[src/bfc_pkg.sv]
// ----------------------------------------------------------------------------
// bfc_pkg
// Shared types and defaults for the backface cull and erase bounds block.
// ----------------------------------------------------------------------------
package bfc_pkg;

    // default screen size
    localparam int SCREEN_W_DEF = 320;
    localparam int SCREEN_H_DEF = 240;

    // input word
    typedef struct packed {
        logic               command;
        logic signed [15:0] vertex_x;
        logic signed [15:0] vertex_y;
        logic               last_vertex;
        logic        [7:0]  face_color;
    } t_in_word;

    // output word
    typedef struct packed {
        logic       face_visible;
        logic [7:0] color_out;
        logic [8:0] rect_left;
        logic [7:0] rect_top;
        logic [8:0] rect_right;
        logic [7:0] rect_bottom;
    } t_out_word;

    // command codes
    localparam logic CMD_VERTEX = 1'b0;
    localparam logic CMD_CLEAR  = 1'b1;

    // extent of a face including its current vertex
    typedef struct packed {
        logic signed [15:0] min_x;
        logic signed [15:0] max_x;
        logic signed [15:0] min_y;
        logic signed [15:0] max_y;
    } t_extent;

    // control of the erase rectangle store
    typedef struct packed {
        logic clear;
        logic update;
        logic page;
    } t_rect_ctl;

    // erase rectangle at output field widths
    typedef struct packed {
        logic [8:0] left;
        logic [7:0] top;
        logic [8:0] right;
        logic [7:0] bottom;
    } t_rect;

endpackage

[src/bfc_rect.sv]
// ----------------------------------------------------------------------------
// bfc_rect
// Erase rectangles of both display pages: widen to a visible face's
// extent with clamping to the screen, or clear on command.
// ----------------------------------------------------------------------------
module bfc_rect #(
    parameter int SCREEN_W = bfc_pkg::SCREEN_W_DEF,
    parameter int SCREEN_H = bfc_pkg::SCREEN_H_DEF
) (
    input  logic                i_clk,
    input  logic                i_rst_n,
    input  bfc_pkg::t_rect_ctl  i_ctl,
    input  bfc_pkg::t_extent    i_ext,
    output bfc_pkg::t_rect      o_rect
);

    localparam int XW        = $clog2(SCREEN_W + 1);
    localparam int YW        = $clog2(SCREEN_H + 1);
    localparam int NUM_PAGES = 2;

    localparam logic [XW-1:0]   W_U = XW'(SCREEN_W);
    localparam logic [YW-1:0]   H_U = YW'(SCREEN_H);
    localparam logic signed [16:0] W_S = 17'(SCREEN_W);
    localparam logic signed [16:0] H_S = 17'(SCREEN_H);
    localparam logic signed [16:0] ZERO_S = 17'sd0;

    logic [XW-1:0] r_left   [NUM_PAGES];
    logic [YW-1:0] r_top    [NUM_PAGES];
    logic [XW-1:0] r_right  [NUM_PAGES];
    logic [YW-1:0] r_bottom [NUM_PAGES];

    logic [XW-1:0] n_left, n_right;
    logic [YW-1:0] n_top, n_bottom;

    logic signed [16:0] left_s, top_s, right_s, bottom_s;
    logic signed [16:0] min_x_s, max_x_s, min_y_s, max_y_s;
    logic signed [16:0] cl_left, cl_top, cl_right, cl_bottom;

    // selected page edges as signed values
    assign left_s   = 17'(r_left[i_ctl.page]);
    assign top_s    = 17'(r_top[i_ctl.page]);
    assign right_s  = 17'(r_right[i_ctl.page]);
    assign bottom_s = 17'(r_bottom[i_ctl.page]);

    assign min_x_s = {i_ext.min_x[15], i_ext.min_x};
    assign max_x_s = {i_ext.max_x[15], i_ext.max_x};
    assign min_y_s = {i_ext.min_y[15], i_ext.min_y};
    assign max_y_s = {i_ext.max_y[15], i_ext.max_y};

    // clamp extent to the screen
    assign cl_left   = (min_x_s > ZERO_S) ? min_x_s : ZERO_S;
    assign cl_top    = (min_y_s > ZERO_S) ? min_y_s : ZERO_S;
    assign cl_right  = (max_x_s < W_S) ? max_x_s : W_S;
    assign cl_bottom = (max_y_s < H_S) ? max_y_s : H_S;

    // page edges after this word
    always_comb begin
        n_left   = r_left[i_ctl.page];
        n_top    = r_top[i_ctl.page];
        n_right  = r_right[i_ctl.page];
        n_bottom = r_bottom[i_ctl.page];
        if (i_ctl.update) begin
            if (min_x_s < left_s)   n_left   = XW'(cl_left);
            if (min_y_s < top_s)    n_top    = YW'(cl_top);
            if (max_x_s > right_s)  n_right  = XW'(cl_right);
            if (max_y_s > bottom_s) n_bottom = YW'(cl_bottom);
        end
    end

    // masked to the output field widths
    assign o_rect.left   = 9'(n_left);
    assign o_rect.top    = 8'(n_top);
    assign o_rect.right  = 9'(n_right);
    assign o_rect.bottom = 8'(n_bottom);

    // page storage
    always_ff @(posedge i_clk) begin
        if (!i_rst_n) begin
            for (int k = 0; k < NUM_PAGES; k++) begin
                r_left[k]   <= W_U;
                r_top[k]    <= H_U;
                r_right[k]  <= '0;
                r_bottom[k] <= '0;
            end
        end else if (i_ctl.clear) begin
            r_left[i_ctl.page]   <= W_U;
            r_top[i_ctl.page]    <= H_U;
            r_right[i_ctl.page]  <= '0;
            r_bottom[i_ctl.page] <= '0;
        end else if (i_ctl.update) begin
            r_left[i_ctl.page]   <= n_left;
            r_top[i_ctl.page]    <= n_top;
            r_right[i_ctl.page]  <= n_right;
            r_bottom[i_ctl.page] <= n_bottom;
        end
    end

endmodule

[config.mk]
export PLATFORM = sky130hd
export DESIGN_NAME = bfc_rect
export DESIGN_NICKNAME = d
export VERILOG_FILES = /design/src/bfc_pkg.sv /design/src/bfc_rect.sv
export SDC_FILE = /design/constraint.sdc
export NUM_CORES = 1
export LEC_CHECK = 0
export BUFFER_PORTS_ARGS = -buffer_cell sky130_fd_sc_hd__buf_2
export CORE_MARGIN = 2
export CORE_UTILIZATION = 35
export DETAILED_ROUTE_END_ITERATION = 7
export HOLD_SLACK_MARGIN = 0.12
export REMOVE_ABC_BUFFERS = 1
export SLEW_MARGIN = 20
export SYNTH_ARGS = -nofsm -noshare
export SYNTH_HDL_FRONTEND = slang
export SYNTH_SLANG_ARGS = --single-unit
[constraint.sdc]
create_clock -name i_clk -period 5.36 [get_ports i_clk]
set_input_delay 1.072 -clock i_clk [delete_from_list [all_inputs] [get_ports i_clk]]
set_output_delay 1.072 -clock i_clk [all_outputs]
set_load 0.03 [all_outputs]
==> impl_metrics.ini, run 1 <==
[status]
status = completed

[worst_setup_path]
reg2reg_from = r_left[1][1]$_SDFFCE_PN0P_
cp-end-kind = primary output
criticalPathCategory = input pin to primary output
cp.required_ns = 4.29
rr_worst_depth = 9
crit_fanout = 26
timing.rr.end = r_left[0][4]$_SDFFCE_PN0P_
startpoint_type = input pin
arrival_ns = 3.82
reg2reg_slack_ns = 2.56

[timing]
fin_crit_sh_pct = 91.3
setup_viol_count_final = 0
relSlewSlack_pct = 37.8
setup_slack_ns = 0.467
tightest_slew_ns = 0.933
maxSlewViolCount = 0
skew_ns = 0.00559
post-route-min-period_ns = 4.89
hold_viol_final = 0
fmaxAchievable_mhz = 204
setup-tns-final_ns = 0
rsz0062_at_grt = false

[detailed_routing]
wl_per_cell_um = 15.8
topRoutingLayerUsed = met4
drc = 0
drt-total-wl_um = 11000
drtIter0Drc = 225
route.met2.wl_um = 5330
wl_met3_um = 580
vias_per_cell = 5.33
vias = 3700
drtPass1Iterations = 5
antenna_left = 0
wl_met1_um = 4930

[die]
io_pins = 103
die_x_um = 117
die_area_sq_um = 13800
fp.dieH_um = 117
initial_core_util_pct = 35.7
num_rows = 41
core_sq_um = 12600

[clock_tree]
root_buffer = clkbuf_16
clock_sinks = 68
clockBufferDepth = 2
clk_latency_ns = 0.32
cts-htree-levels = 3
path_clk_slew_ns = 0.05
cts_inserted_buffers = 9
postCtsSetupBuffers = 0
cts_tree = yes

[layout]
diodes = 0
nets = 618
drive_above_1_share_pct = 29.7
area_delta_synth_final_pct = 22.3

[global_routing]
grt_max_degree = 27
grt_pass1_vias = 3534
grtUsageTotal_pct = 16.4
grt_overflow = 0
antenna_found_initial = 0
grt_pass1_wl_um = 17400

[min_path]
hold_depth = 2
hold_path.class = flop to flop
worst_hold_path.endpoint = r_left[1][5]$_SDFFCE_PN0P_
hold_start = r_left[0][5]$_SDFFCE_PN0P_

[pwr]
p_per_area_nw_per_um2 = 263
leakage_nw = 2.35
ir_drop_uv = 134

[flow_run]
maxCapViolations = 0

[placed_design]
place_ws_ns = 0.258
port_buffers = 102
gp_congestion = 0.799
place_hpwl_um = 7980

[synth]
synth-edff-count = 68
async_reset_ff_share_pct = 0
synth_cells = 415
netlist_area_sq_um = 4490
ys.warnings.count = 0
synth_top_cell_area_share_pct = 45.5
seq_area_frac_synth_pct = 45.5
synth.avg_cell_area_sq_um = 10.8
ys.flop_type = edfxtp_1
ys_ff_latch = 68
yosysTopAreaCell = edfxtp_1
ys_types = 52
synth_area_leaders = edfxtp_1, ha_1, mux2i_1, nand2_1, a22o_1
==> per-stage QoR <==
stage | power (W) | instance area (sq um) | hold WS (ns) | util, % | std cells
floorplan | 0.000794 | 4410 | 0.670 | - | 396
global placement | 0.000890 | 5210 | 0.693 | 41.4 | 678
detailed placement | 0.000897 | 5210 | 0.698 | 41.4 | 678
CTS | 0.00146 | 5490 | 0.713 | 43.7 | 694
global route | 0.00151 | 5500 | 0.741 | 43.7 | 694
finish | 0.00145 | 5500 | 0.711 | 43.7 | 694
==> synthesized netlist by cell type (2+ instances only) <==
cell / instances
a21o_1: 2
mux2i_1: 23
mux2_4: 7
ha_1: 32
a32o_1: 8
a2bb2oi_1: 2
buf_2: 9
nor3_1: 4
a21oi_1: 14
a31oi_1: 4
nor2b_1: 2
and2_1: 4
o211a_1: 4
o211ai_1: 3
o32ai_1: 14
nand2_1: 45
nand3_1: 3
nand4_1: 5
nor4_1: 6
or4_4: 2
o21ai_0: 13
o22ai_1: 8
clkbuf_1: 8
mux2_2: 12
a211oi_1: 2
edfxtp_1: 68
nor2_1: 31
nand2b_1: 3
inv_1: 34
o21a_1: 3
a22o_1: 19
==> registers in the layout (all words and copies together), names as in the netlist <==
| register | flops |
|---|---|
| r_top | 16 |
| r_left | 18 |
| r_right | 18 |
| r_bottom | 16 |
==> final cells by class <==
type                       count  area [sq um]
fill                        1213          7070
clock inverter                 5          52.6
tap                          172           215
inverter                      34           128
multi-input combinational    294          2250
sequential                    68          2040
timing repair buffer         110           573
clock buffer                  11           233
==> kinds of logic after synthesis <==
logic type | Yosys count | synth area share, %
simple gates | 115 | 12.5
compound gates | 105 | 17.9
flops | 68 | 45.5
buf+inv | 53 | 4.76
mux | 42 | 10.5
fa+ha+maj | 32 | 8.91
==> worst max-delay path: stages <==
cell and delay (ns):
clkbuf_4 0.38, buf_4 0.29, mux2i_1 0.37, ha_1 0.33, nand4_1 0.11, o311ai_1 0.10, a21oi_2 0.18, nand4_2 0.44
o21a_1 0.35, buf_2 0.17
==> power by group <==
| group | internal, W | switching [W] | leakage (nW) |
|---|---|---|---|
| sequential | 0.000612 | 0.00000591 | 0.699 |
| clock | 0.000357 | 0.000202 | 0.141 |
| combinational | 0.0000981 | 0.000170 | 1.51 |
| total | 0.00107 | 0.000378 | 2.35 |
==> cell usage in the layout, fill, tap and decap left out, drive strengths merged, types with 2 or more instances in the layout <==
master and n:
nand2 45, o211a 4, mux2 19, nand3 3, nor2 31, edfxtp 68
clkbuf 12, o21ai 15, a22o 19, ha 32, mux2i 23, clkinv 4
or4 2, a31oi 4, inv 34, or2 2, nor4 7, a32o 8
o21a 3, o22ai 8, nor3 5, buf 109, a2bb2oi 2, o211ai 3
o32ai 14, a211oi 2, nor2b 2, a21oi 15, nand2b 3, nand4 6
and2 5, a21o 3
==> repair_timing <==
action,in CTS,in global routing
endpoints found under the setup margin,0,9
hold buffers,0,0
resized for setup,0,1
==> metal layers <==
layer	vias up	GRT usage, %
met5	-	0
met4	0	5.18
met3	9	3.04
met2	115	27.0
met1	1775	21.9
li1	1801	-
==> how the worst max path moves through the flow <==
stage | from | end | slack [ns] | cells after the start
final | i_ctl[0] | o_rect[14] | 0.47 | 10
after global routing | i_ctl[0] | o_rect[8] | 0.14 | 10
after CTS | i_ctl[0] | o_rect[14] | 0.24 | 10
after detailed placement | i_ctl[0] | o_rect[8] | 0.26 | 10
after global placement | i_ctl[0] | o_rect[8] | 0.32 | 10
after floorplan | i_ctl[0] | o_rect[10] | 0.55 | 8
No activity file was read; power rests on OpenSTA's default activity.
==> run 2, diff against run 1 <==
Settings changed: CORE_UTILIZATION 35 to 55, PLACE_DENSITY set to 0.81.
==> impl_metrics.ini, run 2 (synthesized netlist as in run 1, its figures left out) <==
[status]
status = completed

[pwr]
pwr-share-clk_pct = 31.1
internal_power_w = 0.000923
seqPwrFrac_pct = 48.0
switchingPower_w = 0.000363
pwr-share-comb_pct = 21.0
p_per_area_nw_per_um2 = 241
ir_drop_uv = 138
p_sw_share_pct = 28.2
leakage_nw = 2.31

[global_routing]
grt_max_degree = 33
grtUsageTotal_pct = 24.7
grt_overflow = 0
antenna_found_initial = 0
grt_pass1_vias = 3618
grt_pass1_wl_um = 17000

[detailed_routing]
wl_met3_um = 703
vias_per_cell = 6.00
vias = 3755
antenna_left = 0
wl_met1_um = 4510
route.met2.wl_um = 5380
wl_per_cell_um = 17.2
topRoutingLayerUsed = met4
drc = 0
drtIter0Drc = 242
drt-total-wl_um = 10700
drtPass1Iterations = 5

[worst_setup_path]
cp_slowest_cell = buf_2
arrival_ns = 3.90
criticalPathCategory = input pin to primary output
crit_chain = buf_2 > buf_4 > mux2_2 > inv_1 > ha_1 > a21oi_1 > a21oi_1 > nor4_4 > a21oi_1 > inv_1 > buf_2
rr_worst_depth = 9
startpoint_type = input pin
crit_start = i_ctl[0]
crit_fanout = 24
cp_common_cell = a21oi_1
reg2reg_from = r_left[1][1]$_SDFFCE_PN0P_
reg2reg_slack_ns = 2.52
cp.required_ns = 4.29
endpoint = o_rect[22]
timing.rr.end = r_left[0][5]$_SDFFCE_PN0P_
cp-end-kind = primary output
slowest_delay_ns = 0.51

[timing]
relSlewSlack_pct = 38.1
rsz0062_at_grt = false
post-route-min-period_ns = 4.97
setup-tns-final_ns = 0
maxSlewViolCount = 0
setup_viol_count_final = 0
tightest_slew_ns = 0.929
skew_ns = 0.0135
fin_crit_sh_pct = 92.7
fmaxAchievable_mhz = 201
hold_viol_final = 0

[layout]
fillerInstances = 608
regArea_sq_um = 2040
final_cell_mix = buf_2, edfxtp_1, nand2_1
multiInputGateArea_sq_um = 2260
final-instance-count-excl-fill = 626
area_delta_synth_final_pct = 18.6
nets = 620
final_cell_area_sq_um = 5330
final_common_cell = buf_2
top_regs = r_left x18, r_right x18
diodes = 0
drive_above_1_share_pct = 30.2

[die]
die_x_um = 94.4
core_sq_um = 7810
die_area_sq_um = 8910
num_rows = 32
io_pins = 103
fp.dieH_um = 94.4
initial_core_util_pct = 57.5

[clock_tree]
clock_sinks = 68
cts_inserted_buffers = 9
cts_tree = yes
clk_latency_ns = 0.34
ctsHoldBuffers = 0
clockBufferDepth = 2
root_buffer = clkbuf_8
cts-htree-levels = 3
path_clk_slew_ns = 0.07
postCtsSetupBuffers = 0
cts-resized-gates = 0

[placed_design]
gp_congestion = 0.804
postPlaceCellArea_sq_um = 5130
dp_cells = 610
port_buffers = 102
place_hpwl_um = 7690

[min_path]
hold_path.class = flop to flop
hold_start = r_left[1][4]$_SDFFCE_PN0P_
hold_depth = 2

[flow_run]
maxCapViolations = 0
==> run 2: per-layer routing <==
layer  GRT usage [%]  vias up
met5               0        -
met4            8.45        0
met2            42.7      162
met1            31.6     1781
li1                -     1800
met3            4.23       12
==> run 2: worst max-delay path: cells and delay by family <==
family / cells / cell delay (ns)
multiplexers: 1 / 0.40
adder cells (fa/ha/maj): 1 / 0.23
AND/OR/NAND/NOR: 1 / 0.49
AO/OA/AOI/OAI: 3 / 0.57
buffers and inverters: 5 / 1.14
==> run 2: worst min-delay path by stage <==
stage                                      end  slack (ns)
detailed placement  r_left[1][7]$_SDFFCE_PN0P_        0.70
finish              r_left[1][4]$_SDFFCE_PN0P_        0.72
global route        r_left[1][7]$_SDFFCE_PN0P_        0.75
global placement    r_left[0][7]$_SDFFCE_PN0P_        0.69
CTS                 r_left[1][7]$_SDFFCE_PN0P_        0.72
floorplan           r_left[0][1]$_SDFFCE_PN0P_        0.67
==> run 2: cell type report <==
class,instances,area share [%]
Clock inverter,5,0.987
Timing Repair Buffer,112,11.0
Multi-Input combinational cell,294,42.4
Tap cell,102,2.40
Clock buffer,11,2.47
Inverter,34,2.40
Sequential cell,68,38.3
==> run 2: through the flow <==
stage / util [%] / hold WS (ns) / worst slack (ns) / power [W]
floorplan: - / 0.670 / 0.554 / 0.000794
global placement: 65.8 / 0.688 / 0.484 / 0.000886
detailed placement: 65.8 / 0.700 / 0.417 / 0.000896
CTS: 68.1 / 0.715 / 0.396 / 0.00129
global route: 68.2 / 0.747 / 0.142 / 0.00134
finish: 68.2 / 0.717 / 0.392 / 0.00129
==> run 2: power groups by stage <==
stage               Clock (W)  Combinational, W  Sequential (W)
floorplan                   0          0.000166        0.000628
global placement            0          0.000259        0.000627
detailed placement          0          0.000267        0.000628
CTS                  0.000401          0.000269        0.000617
global route         0.000427          0.000294        0.000618
finish               0.000399          0.000269        0.000617
==> run 3, diff against run 2 <==
Settings changed: CORE_UTILIZATION 55 to 50, PLACE_DENSITY 0.81 to 0.78.
Clock period 5.36 ns to 4.4 ns, I/O delays scaled along.
==> impl_metrics.ini, run 3 (synthesized netlist as in run 1, its figures left out) <==
[status]
status = completed

[timing]
fin_crit_sh_pct = 95.7
skew_ns = 0.00680
tightest_slew_ns = 0.666
hold_ws_ns = 0.717
maxSlewViolCount = 0
relSlewSlack_pct = 55.6
post-route-min-period_ns = 4.21
fmaxAchievable_mhz = 238
hold_viol_final = 0
setup_viol_count_final = 0

[clock_tree]
clockBufferDepth = 2
cts_tree = yes
clk_latency_ns = 0.34
cts-htree-levels = 3
clock_sinks = 68
ctsHoldBuffers = 0
root_buffer = clkbuf_8
cts_inserted_buffers = 9
path_clk_slew_ns = 0.08

[layout]
final_cell_area_sq_um = 5460
final_common_cell = buf_2
nets = 631
diodes = 0
area_delta_synth_final_pct = 21.6
final_cell_mix = buf_2, edfxtp_1, nand2_1
drive_above_1_share_pct = 32.1
top_regs = r_left x18, r_right x18

[detailed_routing]
vias_per_cell = 5.94
vias = 3819
drt-total-wl_um = 10600
drtPass1Iterations = 5
drc = 0
drtIter0Drc = 226
wl_per_cell_um = 16.5
antenna_left = 0

[worst_setup_path]
crit_chain = buf_4 > buf_12 > mux2i_1 > ha_1 > nand4_1 > o311ai_1 > a21oi_2 > nand4_2 > buf_4 > o22ai_1 > buf_2
slowest_delay_ns = 0.37
crit_buf_inv = 4
cp-end-kind = primary output
cp.required_ns = 3.52
crit_fanout = 24
arrival_ns = 3.33
criticalPathCategory = input pin to primary output
cp_top_family = buffers and inverters
startpoint_type = input pin
cp_common_cell = buf_4
cp_slowest_cell = mux2i_1

[pwr]
p_per_area_nw_per_um2 = 303
finalPower_w = 0.00166
ir_drop_uv = 159
leakage_nw = 2.39

[placed_design]
place_hpwl_um = 7730
gp_congestion = 0.837
postPlaceCellArea_sq_um = 5220
port_buffers = 102

[global_routing]
antenna_found_initial = 0
grt_pass1_vias = 3726
grt_overflow = 0
grt_pass1_wl_um = 17100
grtUsageTotal_pct = 21.7
grt_max_degree = 35

[die]
core_sq_um = 8720
io_pins = 103
initial_core_util_pct = 51.5
die_area_sq_um = 9760
num_rows = 34
die_x_um = 98.8
fp.dieH_um = 98.8

[min_path]
hold_path.class = flop to flop

[flow_run]
maxCapViolations = 0
## run 3: stage by stage
stage / utilization, % / setup slack (ns) / TNS, ns / instances
detailed placement: 59.8 / -0.00682 / -0.0249 / 624
floorplan: - / -0.0219 / -0.153 / 396
finish: 62.7 / 0.190 / 0 / 643
CTS: 62.4 / 0.146 / 0 / 640
global placement: 59.8 / 0.0985 / 0 / 624
global route: 62.7 / -0.00462 / -0.00577 / 643
## run 3: tightest hold or removal path: stages (launching register included)
cell	delay (ns)
edfxtp_1	0.32
mux2_2	0.17
a22o_1	0.13
## run 3: layer usage
metal	global-route usage, %	part of all wire [%]	wire length, um
met5	0	0	0
met3	2.84	5.7	605
met2	37.8	50	5340
met1	26.9	41	4380
met4	10.0	2.9	309
## run 3: timing repair
action | CTS | global route
pin swaps | 0 | 1
buffers inserted | 0 | 3
resized for setup | 1 | 1
endpoints found under the setup margin | 6 | 15
## run 3: power breakdown
part / internal [W] / switching, W / total [W]
sequential: 0.000743 / 0.00000738 / 0.000751
combinational: 0.000128 / 0.000209 / 0.000337
clock: 0.000322 / 0.000249 / 0.000570
## run 3: path summary, 6_finish.rpt
check	start	to	slack (ns)	cells past startpoint
max	i_ctl[0]	o_rect[9]	0.19	11
max reg2reg	r_left[1][7]$_SDFFCE_PN0P_	r_left[0][2]$_SDFFCE_PN0P_	1.64	9
min	r_left[0][5]$_SDFFCE_PN0P_	r_left[0][5]$_SDFFCE_PN0P_	0.72	2
min reg2reg	r_left[0][5]$_SDFFCE_PN0P_	r_left[0][5]$_SDFFCE_PN0P_	0.72	2
## run 3: cell type report
type | count | area, sq um
clock buffer | 9 | 124
clock inverter | 7 | 98.8
fill | 699 | 3260
inverter | 34 | 128
multi-input combinational | 294 | 2250
sequential | 68 | 2040
tap | 108 | 135
timing repair buffer | 123 | 683
